File: config.mk
export PLATFORM = sky130hd
export DESIGN_NAME = sync_packet_deframer_sum_check_unit
export DESIGN_NICKNAME = d
export VERILOG_FILES = /design/src/rtl/spdsc_pkg.sv /design/src/rtl/spdsc_counters.sv /design/src/rtl/spdsc_parser.sv /design/src/rtl/spdsc_out_buf.sv /design/src/rtl/sync_packet_deframer_sum_check_unit.sv
export SDC_FILE = /design/constraint.sdc
export NUM_CORES = 2
export LEC_CHECK = 0
export ABC_AREA = 1
export ABC_CLOCK_PERIOD_IN_PS = 31200
export BUFFER_PORTS_ARGS = -buffer_cell sky130_fd_sc_hd__buf_2
export CORE_UTILIZATION = 65
export CTS_BUF_LIST = sky130_fd_sc_hd__clkbuf_8
export DETAILED_ROUTE_END_ITERATION = 6
export PLACE_DENSITY = 0.88
export SETUP_SLACK_MARGIN = 0.3
export SYNTH_ARGS = -nofsm -noshare
export SYNTH_HDL_FRONTEND = slang
export SYNTH_SLANG_ARGS = --single-unit
File: constraint.sdc
create_clock -name clk -period 31.2 [get_ports clk]
set_input_delay 0 -clock clk [delete_from_list [all_inputs] [get_ports clk]]
set_output_delay 0 -clock clk [all_outputs]
set_load 0.02 [all_outputs]
File: src/rtl/spdsc_pkg.sv
// shared types and constants of the sync packet deframer with additive checksum
// depends on nothing; imported by every module of the block
package spdsc_pkg;

    // framing constants
    localparam logic [7:0]  SYNC_FIRST    = 8'hEE;
    localparam logic [7:0]  SYNC_SECOND   = 8'hBB;
    localparam logic [15:0] MIN_LENGTH    = 16'd6;
    localparam logic [15:0] MAX_LEN_RESET = 16'd40000;
    localparam logic [3:0]  TYPE_NIB_LOW  = 4'd2;
    localparam logic [3:0]  TYPE_NIB_HIGH = 4'd8;
    localparam logic [2:0]  MODE_NONE     = 3'd7;
    localparam int          MODE_COUNT_DEF = 7;

    // result kinds
    localparam logic [1:0] KIND_PAYLOAD = 2'd0;
    localparam logic [1:0] KIND_VERDICT = 2'd1;
    localparam logic [1:0] KIND_UNKNOWN = 2'd2;
    localparam logic [1:0] KIND_SEGMENT = 2'd3;

    // widths of the stream words
    localparam int RES_BITS   = 154;
    localparam int TDATA_BITS = 160;

    // one result item
    typedef struct packed {
        logic [1:0]  kind;
        logic [7:0]  payload_byte;
        logic [2:0]  mode;
        logic [5:0]  fee;
        logic [15:0] packet_length;
        logic [3:0]  trigger_status;
        logic [11:0] trig_number;
        logic [15:0] stored_sum;
        logic [23:0] computed_sum;
        logic        sum_ok;
        logic [31:0] error_count;
        logic [31:0] packet_count;
    } res_t;

    // request from the parser to the per-mode counters
    typedef struct packed {
        logic [2:0] mode;
        logic       inc_pkt;
        logic       inc_err;
    } cnt_req_t;

    // counter values seen by the parser
    typedef struct packed {
        logic [31:0] pkt_count;
        logic [31:0] err_count;
    } cnt_rsp_t;

    // saturating increment of a 32-bit count
    function automatic logic [31:0] sat_inc32(input logic [31:0] v);
        sat_inc32 = (v == 32'hFFFF_FFFF) ? v : v + 32'd1;
    endfunction

endpackage

File: src/rtl/spdsc_counters.sv
// per-mode saturating packet and error counters
// depends on spdsc_pkg
module spdsc_counters #(
    parameter int MODE_COUNT = spdsc_pkg::MODE_COUNT_DEF
) (
    input  logic                clk,
    input  logic                rst_n,
    input  spdsc_pkg::cnt_req_t req,
    output spdsc_pkg::cnt_rsp_t rsp
);
    import spdsc_pkg::*;

    localparam int IDX_W = (MODE_COUNT > 1) ? $clog2(MODE_COUNT) : 1;

    logic [31:0] pkt_reg [MODE_COUNT];
    logic [31:0] err_reg [MODE_COUNT];
    logic [IDX_W-1:0] idx;
    logic [31:0] pkt_sel;
    logic [31:0] err_sel;
    logic [31:0] pkt_inc_val;
    logic [31:0] err_inc_val;

    // one shared read address for both arrays
    assign idx         = req.mode[IDX_W-1:0];
    assign pkt_sel     = pkt_reg[idx];
    assign err_sel     = err_reg[idx];
    assign pkt_inc_val = sat_inc32(pkt_sel);
    assign err_inc_val = sat_inc32(err_sel);

    // error count already includes a failure of this packet
    assign rsp.pkt_count = pkt_sel;
    assign rsp.err_count = req.inc_err ? err_inc_val : err_sel;

    // counter update
    always_ff @(posedge clk or negedge rst_n)
    begin
        if (!rst_n)
        begin
            for (int i = 0; i < MODE_COUNT; i++)
            begin
                pkt_reg[i] <= '0;
                err_reg[i] <= '0;
            end
        end
        else
        begin
            if (req.inc_pkt)
            begin
                pkt_reg[idx] <= pkt_inc_val;
            end
            if (req.inc_err)
            begin
                err_reg[idx] <= err_inc_val;
            end
        end
    end

endmodule

File: src/rtl/spdsc_parser.sv
// framing state machine: sync hunt, header fields, running sum, verdict build
// depends on spdsc_pkg; uses the counter values from spdsc_counters
module spdsc_parser (
    input  logic                clk,
    input  logic                rst_n,
    input  logic                fire,
    input  logic [7:0]          in_byte,
    input  logic [15:0]         max_length,
    input  spdsc_pkg::cnt_rsp_t cnt_rsp,
    output spdsc_pkg::cnt_req_t cnt_req,
    output logic                res_valid,
    output spdsc_pkg::res_t     res
);
    import spdsc_pkg::*;

    // phase codes
    localparam logic [3:0] PH_HUNT  = 4'd0;
    localparam logic [3:0] PH_SYNC2 = 4'd1;
    localparam logic [3:0] PH_TYPE  = 4'd2;
    localparam logic [3:0] PH_FEE   = 4'd3;
    localparam logic [3:0] PH_LENH  = 4'd4;
    localparam logic [3:0] PH_LENL  = 4'd5;
    localparam logic [3:0] PH_BODY  = 4'd6;
    localparam logic [3:0] PH_SUMH  = 4'd7;
    localparam logic [3:0] PH_SUML  = 4'd8;

    logic [3:0]  phase_reg,  phase_next;
    logic [15:0] pos_reg,    pos_next;
    logic [15:0] len_reg,    len_next;
    logic [23:0] sum_reg,    sum_next;
    logic [2:0]  mode_reg,   mode_next;
    logic [5:0]  fee_reg,    fee_next;
    logic [7:0]  trig_hi_reg, trig_hi_next;
    logic [7:0]  trig_lo_reg, trig_lo_next;
    logic [7:0]  sum_hi_reg, sum_hi_next;

    logic [3:0]  nib;
    logic        type_known;
    logic [2:0]  new_mode;
    logic [2:0]  cur_mode;
    logic [24:0] sum_wide;
    logic [23:0] sum_sat;
    logic [15:0] len_full;
    logic [16:0] pos_plus2;
    logic [15:0] stored;
    logic        sum_match;

    // shared datapath pieces
    assign nib        = in_byte[7:4];
    assign type_known = (nib >= TYPE_NIB_LOW) && (nib <= TYPE_NIB_HIGH);
    assign new_mode   = 3'(nib - TYPE_NIB_LOW);
    assign cur_mode   = (mode_reg == MODE_NONE) ? 3'd0 : mode_reg;
    assign sum_wide   = {1'b0, sum_reg} + {17'd0, in_byte};
    assign sum_sat    = sum_wide[24] ? 24'hFF_FFFF : sum_wide[23:0];
    assign len_full   = {len_reg[15:8], in_byte};
    assign pos_plus2  = {1'b0, pos_reg} + 17'd2;
    assign stored     = {sum_hi_reg, in_byte};
    assign sum_match  = (sum_reg == {8'd0, stored});

    // counter requests
    always_comb
    begin
        cnt_req.mode    = (phase_reg == PH_TYPE) ? new_mode : cur_mode;
        cnt_req.inc_pkt = fire && (phase_reg == PH_TYPE) && type_known;
        cnt_req.inc_err = fire && (phase_reg == PH_SUML) && !sum_match;
    end

    // next state and result
    always_comb
    begin
        phase_next   = phase_reg;
        pos_next     = pos_reg;
        len_next     = len_reg;
        sum_next     = sum_reg;
        mode_next    = mode_reg;
        fee_next     = fee_reg;
        trig_hi_next = trig_hi_reg;
        trig_lo_next = trig_lo_reg;
        sum_hi_next  = sum_hi_reg;
        res_valid    = 1'b0;
        res          = '0;

        unique case (phase_reg)
            PH_HUNT:
            begin
                if (in_byte == SYNC_FIRST)
                begin
                    phase_next = PH_SYNC2;
                end
            end
            PH_SYNC2:
            begin
                phase_next = (in_byte == SYNC_SECOND) ? PH_TYPE : PH_HUNT;
            end
            PH_TYPE:
            begin
                if (!type_known)
                begin
                    phase_next = PH_HUNT;
                    res_valid  = 1'b1;
                    res.kind   = KIND_UNKNOWN;
                end
                else
                begin
                    if (new_mode != mode_reg)
                    begin
                        mode_next = new_mode;
                        res_valid = 1'b1;
                        res.kind  = KIND_SEGMENT;
                        res.mode  = new_mode;
                    end
                    sum_next   = {16'd0, in_byte};
                    phase_next = PH_FEE;
                end
            end
            PH_FEE:
            begin
                fee_next   = in_byte[5:0];
                sum_next   = sum_sat;
                phase_next = PH_LENH;
            end
            PH_LENH:
            begin
                len_next   = {in_byte, 8'd0};
                sum_next   = sum_sat;
                phase_next = PH_LENL;
            end
            PH_LENL:
            begin
                len_next = len_full;
                sum_next = sum_sat;
                if ((len_full < MIN_LENGTH) || (len_full > max_length))
                begin
                    phase_next = PH_HUNT;
                end
                else
                begin
                    pos_next   = 16'd4;
                    phase_next = PH_BODY;
                end
            end
            PH_BODY:
            begin
                sum_next = sum_sat;
                if (pos_plus2 < {1'b0, len_reg})
                begin
                    pos_next          = pos_plus2[15:0] - 16'd1;
                    res_valid         = 1'b1;
                    res.kind          = KIND_PAYLOAD;
                    res.payload_byte  = in_byte;
                    res.mode          = cur_mode;
                    res.fee           = fee_reg;
                    res.packet_length = len_reg;
                end
                else if (pos_plus2 == {1'b0, len_reg})
                begin
                    trig_hi_next = in_byte;
                    pos_next     = pos_plus2[15:0] - 16'd1;
                end
                else
                begin
                    trig_lo_next = in_byte;
                    phase_next   = PH_SUMH;
                end
            end
            PH_SUMH:
            begin
                sum_hi_next = in_byte;
                phase_next  = PH_SUML;
            end
            PH_SUML:
            begin
                res_valid          = 1'b1;
                res.kind           = KIND_VERDICT;
                res.mode           = cur_mode;
                res.fee            = fee_reg;
                res.packet_length  = len_reg;
                res.trigger_status = trig_hi_reg[7:4];
                res.trig_number    = {trig_hi_reg[3:0], trig_lo_reg};
                res.stored_sum     = stored;
                res.computed_sum   = sum_reg;
                res.sum_ok         = sum_match;
                res.error_count    = cnt_rsp.err_count;
                res.packet_count   = cnt_rsp.pkt_count;
                phase_next         = PH_HUNT;
            end
            default:
            begin
                phase_next = PH_HUNT;
            end
        endcase
    end

    // framing state registers
    always_ff @(posedge clk or negedge rst_n)
    begin
        if (!rst_n)
        begin
            phase_reg   <= PH_HUNT;
            pos_reg     <= '0;
            len_reg     <= '0;
            sum_reg     <= '0;
            mode_reg    <= MODE_NONE;
            fee_reg     <= '0;
            trig_hi_reg <= '0;
            trig_lo_reg <= '0;
            sum_hi_reg  <= '0;
        end
        else if (fire)
        begin
            phase_reg   <= phase_next;
            pos_reg     <= pos_next;
            len_reg     <= len_next;
            sum_reg     <= sum_next;
            mode_reg    <= mode_next;
            fee_reg     <= fee_next;
            trig_hi_reg <= trig_hi_next;
            trig_lo_reg <= trig_lo_next;
            sum_hi_reg  <= sum_hi_next;
        end
    end

    // a verdict always returns to the hunt
    a_verdict_hunt: assert property (@(posedge clk) disable iff (!rst_n)
        (fire && phase_reg == PH_SUML) |=> (phase_reg == PH_HUNT))
        else $error("verdict did not return to hunt");

    // the body never runs past the length field
    a_body_pos: assert property (@(posedge clk) disable iff (!rst_n)
        (phase_reg == PH_BODY) |-> (pos_reg < len_reg))
        else $error("body position beyond length");

    // a mode is set whenever a packet body is read
    a_body_mode: assert property (@(posedge clk) disable iff (!rst_n)
        (phase_reg == PH_BODY || phase_reg == PH_SUML) |-> (mode_reg != MODE_NONE))
        else $error("packet without mode");

endmodule

File: src/rtl/spdsc_out_buf.sv
// result register with one skid entry, so input keeps flowing during a stall until the skid entry fills
// depends on spdsc_pkg
module spdsc_out_buf (
    input  logic            clk,
    input  logic            rst_n,
    input  logic            push,
    input  spdsc_pkg::res_t push_data,
    output logic            push_ready,
    output logic            out_valid,
    input  logic            out_ready,
    output spdsc_pkg::res_t out_data
);
    import spdsc_pkg::*;

    logic main_valid_reg, main_valid_next;
    logic skid_valid_reg, skid_valid_next;
    res_t main_reg, main_next;
    res_t skid_reg, skid_next;
    logic pop;

    assign pop        = main_valid_reg && out_ready;
    assign push_ready = !skid_valid_reg;
    assign out_valid  = main_valid_reg;
    assign out_data   = main_reg;

    // buffer steering
    always_comb
    begin
        main_valid_next = main_valid_reg;
        skid_valid_next = skid_valid_reg;
        main_next       = main_reg;
        skid_next       = skid_reg;
        if (!main_valid_reg || pop)
        begin
            if (skid_valid_reg)
            begin
                main_next       = skid_reg;
                main_valid_next = 1'b1;
                skid_valid_next = 1'b0;
            end
            else
            begin
                main_next       = push_data;
                main_valid_next = push;
            end
        end
        else if (push)
        begin
            skid_next       = push_data;
            skid_valid_next = 1'b1;
        end
    end

    // control
    always_ff @(posedge clk or negedge rst_n)
    begin
        if (!rst_n)
        begin
            main_valid_reg <= 1'b0;
            skid_valid_reg <= 1'b0;
        end
        else
        begin
            main_valid_reg <= main_valid_next;
            skid_valid_reg <= skid_valid_next;
        end
    end

    // payload
    always_ff @(posedge clk)
    begin
        main_reg <= main_next;
        skid_reg <= skid_next;
    end

    // skid entry only holds data behind a full result register
    a_skid_main: assert property (@(posedge clk) disable iff (!rst_n)
        skid_valid_reg |-> main_valid_reg)
        else $error("skid full with empty result register");

    // no request is pushed into a full skid
    a_no_overrun: assert property (@(posedge clk) disable iff (!rst_n)
        push |-> !skid_valid_reg)
        else $error("push into full buffer");

    // a drained skid refills the result register
    a_refill: assert property (@(posedge clk) disable iff (!rst_n)
        (skid_valid_reg && pop) |=> main_valid_reg)
        else $error("skid drain lost a result");

endmodule

File: src/rtl/sync_packet_deframer_sum_check_unit.sv
// top level of the sync packet deframer with additive checksum
// depends on spdsc_pkg, spdsc_parser, spdsc_counters, spdsc_out_buf
//
//  channel  | direction | request moves
//  ---------+-----------+-------------------------------------------------
//  s_axis   | in        | one raw stream byte
//  m_axis   | out       | one event: payload byte, verdict, unknown type, segment
//  cfg      | in        | new max_length value
//
// every byte is handled in the cycle it is accepted; one byte per cycle sustained while the skid entry is not full
// while a result waits, bytes keep flowing until one more result fills the skid entry
// s_tready drops only while the skid entry is full
// reset clears framing state, mode to none, all counters, max_length to 40000
module sync_packet_deframer_sum_check_unit #(
    parameter int MODE_COUNT = spdsc_pkg::MODE_COUNT_DEF
) (
    input  logic        clk,
    input  logic        rst_n,
    // in_byte [7:0]
    input  logic [7:0]  s_tdata,
    input  logic        s_tvalid,
    output logic        s_tready,
    // payload_byte [7:0], mode [10:8], fee [16:11], packet_length [32:17],
    // trigger_status [36:33], trig_number [48:37], stored_sum [64:49],
    // computed_sum [88:65], sum_ok [89], error_count [121:90],
    // packet_count [153:122], zero fill [159:154]
    output logic [spdsc_pkg::TDATA_BITS-1:0] m_tdata,
    // kind [1:0]
    output logic [1:0]  m_tuser,
    output logic        m_tvalid,
    input  logic        m_tready,
    // max_length [15:0]
    input  logic [15:0] cfg_data,
    input  logic        cfg_valid,
    output logic        cfg_ready
);
    import spdsc_pkg::*;

    logic        fire;
    logic [15:0] max_len_reg;
    cnt_req_t    cnt_req;
    cnt_rsp_t    cnt_rsp;
    logic        res_valid;
    res_t        res;
    res_t        out_res;
    logic        push_ready;

    assign s_tready  = push_ready;
    assign fire      = s_tvalid && push_ready;
    assign cfg_ready = 1'b1;

    // configuration register
    always_ff @(posedge clk or negedge rst_n)
    begin
        if (!rst_n)
        begin
            max_len_reg <= MAX_LEN_RESET;
        end
        else if (cfg_valid)
        begin
            max_len_reg <= cfg_data;
        end
    end

    spdsc_parser u_parser (
        .clk        (clk),
        .rst_n      (rst_n),
        .fire       (fire),
        .in_byte    (s_tdata),
        .max_length (max_len_reg),
        .cnt_rsp    (cnt_rsp),
        .cnt_req    (cnt_req),
        .res_valid  (res_valid),
        .res        (res)
    );

    spdsc_counters #(
        .MODE_COUNT (MODE_COUNT)
    ) u_counters (
        .clk   (clk),
        .rst_n (rst_n),
        .req   (cnt_req),
        .rsp   (cnt_rsp)
    );

    spdsc_out_buf u_out_buf (
        .clk        (clk),
        .rst_n      (rst_n),
        .push       (fire && res_valid),
        .push_data  (res),
        .push_ready (push_ready),
        .out_valid  (m_tvalid),
        .out_ready  (m_tready),
        .out_data   (out_res)
    );

    // stream packing, first field lowest
    assign m_tuser = out_res.kind;
    assign m_tdata = {
        (TDATA_BITS - RES_BITS)'(0),
        out_res.packet_count,
        out_res.error_count,
        out_res.sum_ok,
        out_res.computed_sum,
        out_res.stored_sum,
        out_res.trig_number,
        out_res.trigger_status,
        out_res.packet_length,
        out_res.fee,
        out_res.mode,
        out_res.payload_byte
    };

endmodule
==> results by stage <==
Placement:
- The pre-CTS worst setup slack is 25.44 ns.
- Buffers placed on the I/O ports in this run total 186.
- At the end of routability-driven placement, the weighted congestion stood at ~1.
- The final HPWL from detailed placement is approximately 75000 um.

Synthesis:
- The synthesized design contains 871 register bits.
- Counting flops with an async set or reset pin after synthesis yields a share of 64.2%.
- The dominant synthesized flop cell is sky130_fd_sc_hd__dfrtp_1.
- Summing every instance area after synthesis gives between 40000 and 50000 sq um.
- The average footprint of a synthesized cell is 8.01 sq um.
- Counting every instance in the synthesized netlist gives roughly 5400.
- Of the synthesized area, sequential elements account for a little over half.
- Synthesis instantiated 57 different standard cells from the library.
- The count of flip-flops with a built-in enable after synthesis is about 310.
- For this run, the number of Yosys warnings is 0.

Detailed routing:
- The detailed router finished its first iteration with 5364 violations.
- After detailed routing, the number of remaining DRC violations is 0.
- The routed wire length is 126000 um.
- The mean routed wirelength per cell is 19.2 um.
- In the routed layout, each cell is associated on average with a via count of 5.86.
- For this run, the detailed router's first-pass iteration total came to 7.
- Across all layers, the routed design uses 38500 vias.
- The number of nets with antenna violations after detailed routing is 0.

Power and ir drop:
- Internal power comes to 0.00209 W.
- The overall power is 0.00343 W.
- The switching portion of total power is 38.9%.
- The total power per unit cell area is 71.4 nW/um^2.
- The standby leakage power is 23.9 nW.
- The sequential power share is 39.5%.
- Across the VDD grid, the largest voltage drop is roughly 0.000053 V.
- Per report_power, the combinational group accounts for a little under a third of the total.
- The clock network accounts for 28.9% of the total power.
- The analysis attributes to net switching a power of 0.00133 W.

Clock tree:
- The clock reaches the later pin of the worst-skew pair after between 0.8 and 0.9 ns.
- The clock sink count is 871.
- The number of buffers added by the clock tree synthesis step is between 100 and 150.
- The deepest clock path buffer count is 3.
- The total number of H-tree levels is 4.
- The clock tree root buffer cell is sky130_fd_sc_hd__clkbuf_8.
- After clock tree synthesis, the clock-pin slew on the worst setup and hold paths is 0.06 ns.
- TritonCTS built the clock tree.
- Buffers added to address setup during post-CTS repair amount to 0.
- The number of gates resized after CTS was 0.
- The number of buffers inserted for hold repair after clock tree synthesis is 73.

Floorplanning:
- The number of top-level pins is just under 200.
- From bottom edge to top edge, the die measures 260 um.
- The floorplan core area is ~66000 sq um.
- The row count is 94.
- The overall die area is 67600 sq um.
- The die is 260 um wide.
- Once the floorplan was initialized, standard cells occupied 65.7% of the core.

Worst setup path:
- The register-to-register setup slack is between 20 and 30 ns.
- The worst setup path is captured at a flip-flop.
- The worst setup path category is flip-flop to flip-flop.
- The critical path required time is 31.59 ns.
- In this run the worst path has a maximum fanout of between 80 and 90.
- The peak per-stage delay on the critical path is 0.98 ns.
- STA classifies the critical path startpoint as a flip-flop.
- The end of the worst register-to-register path is u_out_buf.skid_reg[46].
- The reg-to-reg critical path startpoint is u_parser.pos_reg[1].
- The critical path's most frequent cell is sky130_fd_sc_hd__nor2_1.
- Walking the worst path, the cells encountered are ha_1, nand4_1, nor2_1, inv_1, nor2_1, inv_1, o21bai_1, nand2_1, inv_1, ha_1, nand2_1, nor2_1, a211oi_1, nor2_1, nor3_1, nand3_1, nand2_1, o21ai_0, nor2_4, buf_4.
- Among all stages on the critical path, the largest delay is contributed by sky130_fd_sc_hd__buf_4.
- The worst reg-to-reg path cell count is 20.
- At the worst endpoint, the arrival time is 6.21 ns.

Finish:
- The post-synthesis to final-layout area growth is 10.8%.
- The final design utilization is between 70% and 80%.
- Cells with a size suffix above 1 make up 10.1% of the layout.
- The top cell types in the final layout, fill and taps aside, are sky130_fd_sc_hd__nand2_1 (2500), sky130_fd_sc_hd__dfrtp_1 (550), sky130_fd_sc_hd__inv_1 (439).
- The library cell used most frequently in the layout, excluding fill and tap cells, is sky130_fd_sc_hd__nand2_1.
- In the final design database the tool counted around 5700 nets.

STA:
- The final-layout setup total negative slack is 0 ns.
- The final critical path takes up 18.7% of the cycle.
- The least setup slack across all paths after layout is 25.38 ns.
- The number of hold violations in the final report is 0.
- In this run the tightest slew margin relative to its limit is 20.5%.
- The maximum clock frequency is around 170 MHz.
- The final setup skew is about 0.039 ns.
- The worst hold slack is 0.228 ns.
- At the pin with the least slew margin, the transition time is ~1.2 ns.
- Setup repair after global routing left no endpoint under its margin.
- Setup violations remaining at the end of the flow were counted as 0.
- The max-slew violation count came to 0.
- The clock period minus worst slack is ~5.8 ns.

Worst hold path:
- The worst hold path passes through 4 cells.
- The worst hold path begins at s_tdata[0].
- The end of the worst hold path is u_parser.trig_lo_reg[0].
- The worst min-delay path class is primary input to flip-flop.

Job:
- The count of maximum capacitance violations is 0.

GRT:
- Entering global routing, the biggest net connects ~180 pins.
- For this run the aggregate overflow at the end of global routing stands at 0.
- The initial antenna violation count is 6.
- The wire length of the first global-routing pass is 199000 um.
- The number of global-route vias before repair is ~37000.
- The combined global-route utilization of all metal layers is 37.7%.

Status:
- The flow ran to the end, and the final reports show no timing, DRC or antenna violations.
-- critical path: cells and delay by family, from the launching register on --
family                     cells  cell delay, ns
DFF                            1            0.40
buffers and inverters          4            1.27
and+or+nand+nor               11            2.62
adders and majority gates      2            0.50
AOI/OAI and AO/OA              3            0.56
-- power groups by stage --
stage | clock network, W | registers (W) | logic, W
final | 0.000990 | 0.00135 | 0.00108
after global routing | 0.00104 | 0.00136 | 0.00118
after CTS | 0.000985 | 0.00135 | 0.00105
after detailed placement | 0 | 0.00137 | 0.00103
after global placement | 0 | 0.00136 | 0.00101
after floorplan | 0 | 0.00138 | 0.000711
-- synth_stat cells, types with 3 or more instances --
cell | number | area share, %
sky130_fd_sc_hd__dfstp_2 | 8 | 0.49
sky130_fd_sc_hd__nand3_2 | 35 | 0.81
sky130_fd_sc_hd__nand2_2 | 24 | 0.35
sky130_fd_sc_hd__buf_2 | 27 | 0.31
sky130_fd_sc_hd__nand2_1 | 2502 | 22
sky130_fd_sc_hd__o22ai_1 | 10 | 0.14
sky130_fd_sc_hd__edfxtp_1 | 312 | 22
sky130_fd_sc_hd__nor2_4 | 6 | 0.16
sky130_fd_sc_hd__xnor2_1 | 12 | 0.24
sky130_fd_sc_hd__nor3_1 | 26 | 0.30
sky130_fd_sc_hd__buf_6 | 28 | 0.73
sky130_fd_sc_hd__buf_4 | 26 | 0.45
sky130_fd_sc_hd__o21ai_2 | 13 | 0.26
sky130_fd_sc_hd__nand3b_1 | 7 | 0.12
sky130_fd_sc_hd__a22oi_1 | 5 | 0.087
sky130_fd_sc_hd__nor2_1 | 351 | 3.0
sky130_fd_sc_hd__nand4_1 | 35 | 0.51
sky130_fd_sc_hd__xor2_1 | 37 | 0.75
sky130_fd_sc_hd__buf_1 | 27 | 0.23
sky130_fd_sc_hd__o221ai_1 | 8 | 0.16
sky130_fd_sc_hd__nor2_2 | 19 | 0.27
sky130_fd_sc_hd__nand3_1 | 173 | 2.0
sky130_fd_sc_hd__o31ai_1 | 6 | 0.10
sky130_fd_sc_hd__nor4_1 | 9 | 0.13
sky130_fd_sc_hd__clkinv_1 | 6 | 0.052
sky130_fd_sc_hd__o21ai_1 | 58 | 0.67
sky130_fd_sc_hd__or2_2 | 4 | 0.058
sky130_fd_sc_hd__a31oi_1 | 26 | 0.38
sky130_fd_sc_hd__inv_1 | 385 | 3.3
sky130_fd_sc_hd__clkbuf_1 | 148 | 1.3
sky130_fd_sc_hd__inv_2 | 9 | 0.078
sky130_fd_sc_hd__nand3b_2 | 3 | 0.078
sky130_fd_sc_hd__dfrtp_1 | 551 | 32
sky130_fd_sc_hd__a21oi_1 | 98 | 1.1
sky130_fd_sc_hd__ha_1 | 46 | 1.3
sky130_fd_sc_hd__o21ai_0 | 324 | 3.7
sky130_fd_sc_hd__nand2_4 | 17 | 0.44
-- how the worst max path moves through the flow --
stage                              from                     end  slack, ns
floorplan           u_out_buf.out_valid   u_out_buf.skid_reg[0]      18.36
detailed placement  u_parser.pos_reg[1]  u_out_buf.skid_reg[38]      25.44
finish              u_parser.pos_reg[1]  u_out_buf.skid_reg[46]      25.38
global placement    u_parser.pos_reg[1]  u_out_buf.skid_reg[35]      25.72
CTS                 u_parser.pos_reg[1]  u_out_buf.skid_reg[60]      25.44
global route        u_parser.pos_reg[1]  u_out_buf.skid_reg[47]      24.90
-- cell type report --
class	instances	area [sq um]
Antenna cell	5	12.5
Clock buffer	162	2230
Clock inverter	87	551
Fill cell	4639	17900
Inverter	400	1500
Multi-Input combinational cell	3882	17200
Sequential cell	871	23400
Tap cell	864	1080
Timing Repair Buffer	303	2030
-- kinds of logic after synthesis --
| logic type | Yosys count | synth area share [%] |
|---|---|---|
| other cells | 2 | 0.0173 |
| compound gates | 559 | 6.89 |
| flops | 871 | 54.0 |
| xor+xnor | 50 | 1.03 |
| simple gates | 3218 | 30.2 |
| buf+inv | 658 | 6.53 |
| mux | 1 | 0.0260 |
| fa+ha+maj | 47 | 1.38 |
-- per-stage QoR --
step | std cells | area, sq um
5_1_grt | 6574 | 48000
6_report | 6574 | 48000
3_3_place_gp | 6247 | 44400
3_5_place_dp | 6247 | 44400
4_1_cts | 6569 | 48000
2_1_floorplan | 5411 | 43300
-- layer usage --
layer	vias to the layer above	global-route usage, %	wire [um]
met5	-	0	12
met3	519	10.1	14600
met1	18000	48.7	47200
li1	17500	-	-
met2	2550	59.1	58100
met4	2	18.7	6440
Power figures use the tool's default switching activity.
